**config.mk**
```make
export PLATFORM = sky130hd
export DESIGN_NAME = swm_cell
export DESIGN_NICKNAME = d
export VERILOG_FILES = /design/src/design/swm_pkg.sv /design/src/design/swm_cell.sv
export SDC_FILE = /design/constraint.sdc
export NUM_CORES = 1
export LEC_CHECK = 0
export BUFFER_PORTS_ARGS = -buffer_cell sky130_fd_sc_hd__buf_2
export CAP_MARGIN = 25
export CORE_MARGIN = 10
export CORE_UTILIZATION = 52
export CTS_CLUSTER_SIZE = 24
export DETAILED_ROUTE_END_ITERATION = 10
export HOLD_SLACK_MARGIN = 0.1
export PLACE_DENSITY = 0.93
export SYNTH_ARGS = -nofsm -noshare
export SYNTH_HDL_FRONTEND = slang
export SYNTH_SLANG_ARGS = --single-unit
```
**constraint.sdc**
```tcl
create_clock -name clock -period 15.4 [get_ports clock]
set_input_delay 0 -clock clock [delete_from_list [all_inputs] [get_ports clock]]
set_output_delay 0 -clock clock [all_outputs]
set_load 0.05 [all_outputs]
```
**src/design/swm_pkg.sv**
```systemverilog
// ----------------------------------------------------------------------------
// swm_pkg: shared types and constants of the sliding window median filter
// window limits, field widths, register map and cell link structs
// ----------------------------------------------------------------------------
package swm_pkg;

   localparam int MAX_WINDOW = 64;
   localparam int AGE_W      = (MAX_WINDOW > 1) ? $clog2(MAX_WINDOW) : 1;
   localparam int CNT_W      = $clog2(MAX_WINDOW + 1);
   localparam int SAMPLE_W   = 32;
   localparam int MED_W      = SAMPLE_W + 1;
   localparam int WIN_W      = 7;
   localparam int RSP_DATA_W = ((MED_W + 7) / 8) * 8;
   localparam int ADDR_W     = 3;
   localparam int CSR_W      = 32;

   localparam logic [WIN_W-1:0] WINDOW_RESET = WIN_W'(3);
   localparam logic             REG_WINDOW_SIZE = 1'b0;

   typedef struct packed {
      logic signed [SAMPLE_W-1:0] value;
      logic [AGE_W-1:0]           age;
   } raw_type;

   typedef struct packed {
      logic signed [SAMPLE_W-1:0] value;
      logic [AGE_W-1:0]           age;
      logic                       keep;
   } fwd_type;

   typedef struct packed {
      logic                       step;
      logic                       full;
      logic signed [SAMPLE_W-1:0] sample;
      logic signed [SAMPLE_W-1:0] v_old;
   } ctl_type;

   function automatic logic [CNT_W-1:0] eff_size(input logic [WIN_W-1:0] w);
      logic [CNT_W-1:0] k;
      if (w == '0) begin
         k = CNT_W'(1);
      end else if (int'(w) > MAX_WINDOW) begin
         k = CNT_W'(MAX_WINDOW);
      end else begin
         k = CNT_W'(w);
      end
      return k;
   endfunction

endpackage

```
**src/design/swm_cell.sv**
```systemverilog
// ----------------------------------------------------------------------------
// swm_cell: one slot of the sorted window chain
// holds a sample and its age; drops the oldest and inserts the new sample
// together with its neighbors in the same cycle
// ----------------------------------------------------------------------------
module swm_cell (
   input  logic             clock,
   input  swm_pkg::ctl_type ctl,
   input  logic             valid,
   input  logic             kept_valid,
   input  swm_pkg::raw_type above,
   input  swm_pkg::fwd_type below,
   output swm_pkg::raw_type cur,
   output swm_pkg::fwd_type fwd
);

   logic signed [swm_pkg::SAMPLE_W-1:0] value_ff, value_in;
   logic [swm_pkg::AGE_W-1:0]           age_ff, age_in;
   logic                                shift_down;

   // cell sits at or above the removed entry
   assign shift_down = ctl.full && (!valid || (value_ff >= ctl.v_old));

   always_comb begin
      fwd.value = shift_down ? above.value : value_ff;
      fwd.age   = shift_down ? above.age : age_ff;
      fwd.keep  = kept_valid && (fwd.value <= ctl.sample);
   end

   always_comb begin
      priority if (fwd.keep) begin
         value_in = fwd.value;
         age_in   = fwd.age + swm_pkg::AGE_W'(1);
      end else if (below.keep) begin
         value_in = ctl.sample;
         age_in   = '0;
      end else begin
         value_in = below.value;
         age_in   = below.age + swm_pkg::AGE_W'(1);
      end
   end

   always_ff @(posedge clock) begin
      if (ctl.step) begin
         value_ff <= value_in;
         age_ff   <= age_in;
      end
   end

   assign cur.value = value_ff;
   assign cur.age   = age_ff;

endmodule

```
==> results of run 1 <==
layout by cell type (no fill, tap or decap), types with 6 or more instances in the layout:
master and n:
mux2_2 6, buf_2 222, a21o_1 6, ha_1 66, nor2_1 43, a21oi_1 54, nand2_1 20, mux2_4 61
edfxtp_1 38, nand4_1 13, nand3_1 12, inv_1 67, o21ai_0 13
cells by family after synthesis:
group	count (synthesis)	share of synthesized area, %
XOR/XNOR	9	1.72
AO/OA/AOI/OAI	102	13.6
flip-flops	38	24.9
AND/OR/NAND/NOR	114	12.2
adder cells (fa/ha/maj)	66	18.0
multiplexers	69	21.9
buffers and inverters	84	7.64
power breakdown:
group	switching (W)	total [W]	internal, W
Sequential	0.0000108	0.000142	0.000131
Clock	0.0000391	0.0000869	0.0000478
Combinational	0.000208	0.000326	0.000118
per-layer routing:
metal  routed length, um  track usage (%)
met5                   0                0
met4                 611             11.4
met3                1200             5.09
met2                7850             40.6
met1                5760             24.3
sequential cells by signal (all words and copies together), names as in the netlist:
| name | flops |
|---|---|
| value_ff | 32 |
| age_ff | 6 |
worst paths after layout:
| path | slack, ns | endpoint | depth (start not counted) | startpoint |
|---|---|---|---|---|
| min | 0.15 | value_ff[31] | 3 | above[37] |
| max reg2reg | 9.11 | value_ff[22] | 17 | value_ff[5] |
| min reg2reg | 0.78 | value_ff[31] | 2 | value_ff[31] |
| max | 9.11 | value_ff[22] | 17 | value_ff[5] |
through the flow:
stage / cell area, um^2 / hold slack, ns / util [%] / cells / power [W]
after floorplan: 4590 / 0.112 / - / 482 / 0.000386
after global placement: 5760 / 0.377 / 66.7 / 797 / 0.000459
after detailed placement: 5780 / 0.402 / 66.9 / 798 / 0.000469
after CTS: 5900 / 0.145 / 68.3 / 807 / 0.000556
after global routing: 5900 / 0.158 / 68.4 / 809 / 0.000585
final: 5900 / 0.151 / 68.4 / 809 / 0.000555
worst max-delay path: stages, from the launching register on:
cell,delay [ns]
edfxtp_1,0.41
ha_1,0.31
a21oi_1,0.17
o21ai_0,0.11
a221oi_1,0.46
a31oi_1,0.30
o221ai_4,0.49
buf_4,0.61
mux2_4,0.37
ha_1,0.29
a21oi_1,0.15
nor2_1,0.05
a211oi_1,0.20
o21ai_0,0.13
o311ai_0,0.40
a32o_2,0.69
buf_4,0.51
mux2_2,0.38
cell type report:
| type | instances | area (um^2) |
|---|---|---|
| Inverter | 67 | 251 |
| Timing Repair Buffer | 226 | 1160 |
| Tap cell | 108 | 135 |
| Multi-Input combinational cell | 360 | 3110 |
| Sequential cell | 38 | 1140 |
| Fill cell | 696 | 2730 |
| Antenna cell | 2 | 5.00 |
| Clock buffer | 5 | 68.8 |
| Clock inverter | 3 | 40.0 |
==> qor.yml, run 1 <==
outcome: "complete, no violations"
first_pass_iters: 7
clk_latency_ns: 0.30
synth_edf_count: 38
vias: 4556
antenna_found_initial: 2
gp_congestion: 0.893
post_cts_resized: 0
drt_wl_total_um: 15400
drt_iter0_drc: 225
pwr_density_cell_mw_per_mm2: 94.0
synth.net_count: 694
synth_area_leaders: "edfxtp_1 (25%), mux2_4 (20%), ha_1 (18%)"
ir_worst_vdd_v: 0.0000607
drv_cap: 0
grt_use_total_pct: 22.6
die_h_um: 114
cts_setup_buffers: 0
wl_per_cell_um: 19.1
io_pins: 223
async_flop_share_pct: 0
cts_buffers: 5
fin_skew_ns: 0.0147
synth_seq_cells: 38
grt_max_degree: 39
syn_area_mm2: 0.00459
yosys-top-cells-count: "inv_1 (67), ha_1 (66), mux2_4 (61)"
fp.coreArea_mm2: 0.00864
cts_tree: "done"
setup_slack_ns: 9.11
synthToLayoutAreaGrowth_pct: 28.8
dp_hpwl_um: 13100
initial_core_util_pct: 53.1
crit_path_start_kind: "register"
ys_types: 48
grt_pass1_wl_um: 24000
fp.dieArea_mm2: 0.0130
post-synth-top-count-cell: "inv_1"
drive_gt1_share_pct: 43.8
fp.dieW_um: 114
yosys.area.top_type: "edfxtp_1"
pre_cts_slack_ns: 9.21
tightestPinTransition_ns: 0.917
drv_slew: 0
hold_path_class: "input port to register"
rows: 34
endpoint_kind: "register"
cts_num_sinks: 38
critPathRequiredTime_ns: 15.45
min_period_over_period_pct: 40.8
clk_pin_slew_ns: 0.09
avgSynthCellArea_um2: 9.51
overflow: 0
vias_per_cell: 5.63
period_needed_ns: 6.29
clockBufferDepth: 2
max_freq_ghz: 0.159
portBuffers: 222
grt_pass1_vias: 4956
setup_viol: 0
power_leakage_nw: 3.13
grt_setup_unrepaired: "false"
synth_flop_cell: "edfxtp_1"
ys_warn_count: 0
setup_tns_ns: 0
netlist.area_leader.share_pct: 24.9
postCtsHoldBufs: 1
path_max_fanout: 34
antenna_left: 0
synthCells: 482
drc: 0
ys_seq_area_share_pct: 24.9
slew_headroom_pct: 38.8
cts_root_buf: "clkbuf_8"
path_class: "register to register"
finalHoldViolCount: 0
arrival_ns: 6.33
layout.nets: 910
ctsHtreeMaxLevel: 2
Note: power is estimated with default switching activity, not from simulation.
==> run 2, diff against run 1 <==
CORE_UTILIZATION = 43   (was 52)
PLACE_DENSITY = 0.82   (was 0.93)
clock period = 5.73 ns   (was 15.4 ns; I/O delays follow)
==> qor.yml, run 2 (same netlist as run 1, synthesis figures left out) <==
outcome: "complete, no violations"
clk_latency_ns: 0.29
critPathLaunch: "value_ff[31]"
cts_num_sinks: 38
holdWs_ns: 0.143
drc: 0
power_leakage_nw: 3.14
seq_area_mm2: 0.00114
layout_common_cells: "buf_2 (222), inv_1 (67), ha_1 (66), mux2_4 (61), a21oi_1 (54)"
vias: 4476
antenna_left: 0
cts_root_buf: "clkbuf_8"
die_h_um: 123
fp.dieArea_mm2: 0.0152
min_period_over_period_pct: 94.0
drive_gt1_share_pct: 44.2
fin_skew_ns: 0.00908
endpoint_kind: "output port"
dpl_cell_area_mm2: 0.00586
drt_wl_total_um: 15600
wl_per_cell_um: 18.6
drv_slew: 0
grt_pass1_wl_um: 23700
reg.largest.list: "value_ff (32), age_ff (6)"
fp.dieW_um: 123
finalHoldViolCount: 0
postCtsHoldBufs: 0
layout_commonest_cell: "buf_2"
cts_buffers: 5
slew_headroom_pct: 39.0
drt_iter0_drc: 207
arrival_ns: 5.39
period_needed_ns: 5.39
tightestPinTransition_ns: 0.915
max_freq_ghz: 0.186
largest_register: "value_ff"
cts_tree: "done"
overflow: 0
antenna_found_initial: 1
clockBufferDepth: 2
grt_setup_unrepaired: "false"
dp_hpwl_um: 13300
gp_congestion: 0.920
io_pins: 223
rows: 37
crit_path_start_kind: "register"
critPathRequiredTime_ns: 5.73
ctsHtreeMaxLevel: 2
path_max_fanout: 25
clk_pin_slew_ns: 0.08
path_class: "register to output port"
hold_path_class: "input port to register"
antenna_cells: 0
hold_start: "ctl[32]"
grt_use_total_pct: 19.3
synthToLayoutAreaGrowth_pct: 30.3
setup_tns_ns: 0
setup_viol: 0
ir_worst_vdd_v: 0.000130
multiInputGateArea_mm2: 0.00313
portBuffers: 222
num-fill-cells: 963
vias_per_cell: 5.34
drv_cap: 0
grt_max_degree: 71
first_pass_iters: 4
pwr_density_cell_mw_per_mm2: 244
final_area_mm2: 0.00597
layout.nets: 913
fp.coreArea_mm2: 0.0104
largest_reg_flops: 32
initial_core_util_pct: 44.2
grt_pass1_vias: 5004
timing.rr.start: "value_ff[31]"
-- run 2: cell count changes in the layout (fill, tap and decap cells not counted), sizes merged --
| cell | before | now |
|---|---|---|
| bufinv | 1 | 0 |
| dlygate4sd3 | 1 | 0 |
| clkbuf | 5 | 6 |
| diode | 2 | 0 |
| buf | 225 | 229 |
-- run 2: final timing paths --
path / endpoint / slack, ns / depth (start not counted)
setup / recovery: fwd[0] / 0.34 / 16
hold / removal: value_ff[0] / 0.14 / 3
setup reg to reg: value_ff[22] / 0.36 / 16
hold reg to reg: value_ff[28] / 0.77 / 2
-- run 2: layer usage --
| layer | wire (um) | global-route usage (%) |
|---|---|---|
| met2 | 7750 | 34.8 |
| met4 | 421 | 7.21 |
| met3 | 1320 | 5.29 |
| met1 | 6070 | 21.0 |
| met5 | 0 | 0 |
-- run 2: worst max-delay path: stages (launching register included) --
cell       delay [ns]
edfxtp_1         0.45
ha_1             0.39
nand4_1          0.24
or4_4            0.51
o31ai_4          0.32
nand2b_1         0.23
o221ai_4         0.24
buf_4            0.29
mux2_4           0.34
ha_1             0.19
or3_1            0.37
o221ai_1         0.18
a2111oi_0        0.13
o311ai_0         0.38
a32o_4           0.33
buf_12           0.20
buf_2            0.29
-- run 2: final cells by class --
type	count	area share, %
clock buffers	6	1.21
clock inverters	2	0.147
inverters	67	4.21
multi-input cells	360	52.4
flip-flops and latches	38	19.1
well taps	136	2.85
repair buffers	229	20.1
-- run 2: where the power goes --
group | internal, W | switching [W]
registers | 0.000353 | 0.0000301
clock network | 0.0000839 | 0.0000990
logic | 0.000328 | 0.000560
total | 0.000766 | 0.000689
-- run 2: timing repair --
action                                  in CTS  in global routing
gates resized for setup                      0                  2
setup buffers                                0                  1
endpoints found under the setup margin       0                 24
-- run 2: metrics by stage --
step | utilization (%) | cells | setup WS [ns] | power [W]
finish | 57.6 | 838 | 0.341 | 0.00146
global route | 57.6 | 838 | 0.0211 | 0.00154
CTS | 57.3 | 837 | 0.136 | 0.00146
detailed placement | 56.5 | 829 | 0.200 | 0.00127
global placement | 56.5 | 829 | 0.305 | 0.00125
floorplan | - | 482 | 0.198 | 0.00104
==> run 3, diff against run 2 <==
GPL_ROUTABILITY_DRIVEN = 1   (was default)
RECOVER_POWER = 25   (was default)
==> qor.yml, run 3 (same netlist as run 1, synthesis figures left out) <==
outcome: "finished, violations left"
violations: "max-capacitance violations, max-slew violations"
dp_cells: 829
timing.rr.start: "value_ff[31]"
pwr_density_cell_mw_per_mm2: 244
drive_gt1_share_pct: 44.0
layout_commonest_cell: "buf_2"
grt_setup_unrepaired: "false"
setup_viol: 0
drv_cap: 1
critPathRequiredTime_ns: 5.73
vias_per_cell: 5.34
fp.dieW_um: 123
drt_iter0_drc: 207
largest_reg_flops: 32
multiInputGateArea_mm2: 0.00313
ctsHtreeMaxLevel: 2
dp_hpwl_um: 13300
min_period_over_period_pct: 94.1
overflow: 0
period_needed_ns: 5.39
wl_per_cell_um: 18.6
synthToLayoutAreaGrowth_pct: 30.2
grt_use_total_pct: 19.3
max_freq_ghz: 0.186
clk_latency_ns: 0.29
seq_area_mm2: 0.00114
fp.dieArea_mm2: 0.0152
arrival_ns: 5.39
layout_common_cells: "buf_2 (221), inv_1 (67), ha_1 (66), mux2_4 (61), a21oi_1 (54)"
final_cells: 838
setup_tns_ns: 0
endpoint_kind: "output port"
rows: 37
gp_congestion: 0.920
fin_skew_ns: 0.00908
grt_pass1_wl_um: 23700
die_h_um: 123
power_leakage_nw: 3.13
vias: 4476
io_pins: 223
crit_path_start_kind: "register"
hold_path_class: "input port to register"
drv_slew: 39
cts_num_sinks: 38
antenna_cells: 0
tightestPinTransition_ns: 2.20
clockBufferDepth: 2
reg.largest.list: "value_ff (32), age_ff (6)"
drt_wl_total_um: 15600
antenna_left: 0
cts_tree: "done"
slew_headroom_pct: -46.6
critPathLaunch: "value_ff[31]"
path_max_fanout: 25
post-route-util_pct: 57.6
num-fill-cells: 961
cts_root_buf: "clkbuf_8"
fp.coreArea_mm2: 0.0104
grt_pass1_vias: 5004
drc: 0
grt_max_degree: 71
hold_start: "ctl[32]"
finalHoldViolCount: 0
antenna_found_initial: 1
ir_worst_vdd_v: 0.000130
clk_pin_slew_ns: 0.08
layout.nets: 913
initial_core_util_pct: 44.2
cts_buffers: 5
portBuffers: 222
path_class: "register to output port"
first_pass_iters: 4
largest_register: "value_ff"
## run 3: cell types whose count changed in the layout (fill, tap and decap cells not counted), sizes merged
cell and change:
buf -1, clkbuf +1
## run 3: final timing paths
| path | endpoint | slack [ns] | cells after the start |
|---|---|---|---|
| max | fwd[0] | 0.34 | 16 |
| max reg2reg | value_ff[22] | 0.36 | 16 |
| min | value_ff[0] | 0.14 | 3 |
| min reg2reg | value_ff[28] | 0.77 | 2 |
## run 3: per-stage QoR
step / setup WS [ns] / hold slack [ns] / area [um^2] / total power (W)
4_1_cts: 0.136 / 0.139 / 5940 / 0.00146
3_3_place_gp: 0.305 / 0.379 / 5860 / 0.00125
3_5_place_dp: 0.200 / 0.419 / 5860 / 0.00127
5_1_grt: 0.0211 / 0.148 / 5970 / 0.00154
2_1_floorplan: 0.198 / 0.112 / 4590 / 0.00104
6_report: 0.341 / 0.143 / 5970 / 0.00146
## run 3: metal layers
layer	GRT usage [%]	part of all wire [%]
met2	34.8	50
met5	0	0
met4	7.21	2.7
met3	5.29	8.4
met1	21.0	39
## run 3: timing repair
| item | 4_1_cts | 5_1_grt |
|---|---|---|
| setup buffers | 0 | 1 |
| resized for setup | 0 | 2 |
| hold buffers | 0 | 0 |
| setup endpoints to repair | 0 | 24 |
## run 3: critical path: stages, from the launching register on
cell and delay, ns:
edfxtp_1 0.45, ha_1 0.39, nand4_1 0.24, or4_4 0.51, o31ai_4 0.32, nand2b_1 0.23, o221ai_4 0.24, buf_4 0.29
mux2_4 0.34, ha_1 0.19, or3_1 0.37, o221ai_1 0.18, a2111oi_0 0.13, o311ai_0 0.38, a32o_4 0.33, buf_12 0.20
buf_2 0.29
## run 3: where the power goes
part	switching, W	internal, W	total [W]
registers	0.0000301	0.000354	0.000384
clock network	0.0000991	0.0000839	0.000183
logic	0.000560	0.000328	0.000889
total	0.000690	0.000766	0.00146
## run 3: cell type report
type / count / share of cell area (%)
Sequential cell: 38 / 19.1
Clock buffer: 6 / 1.22
Timing Repair Buffer: 229 / 20.1
Inverter: 67 / 4.21
Clock inverter: 2 / 0.147
Tap cell: 136 / 2.85
Multi-Input combinational cell: 360 / 52.4
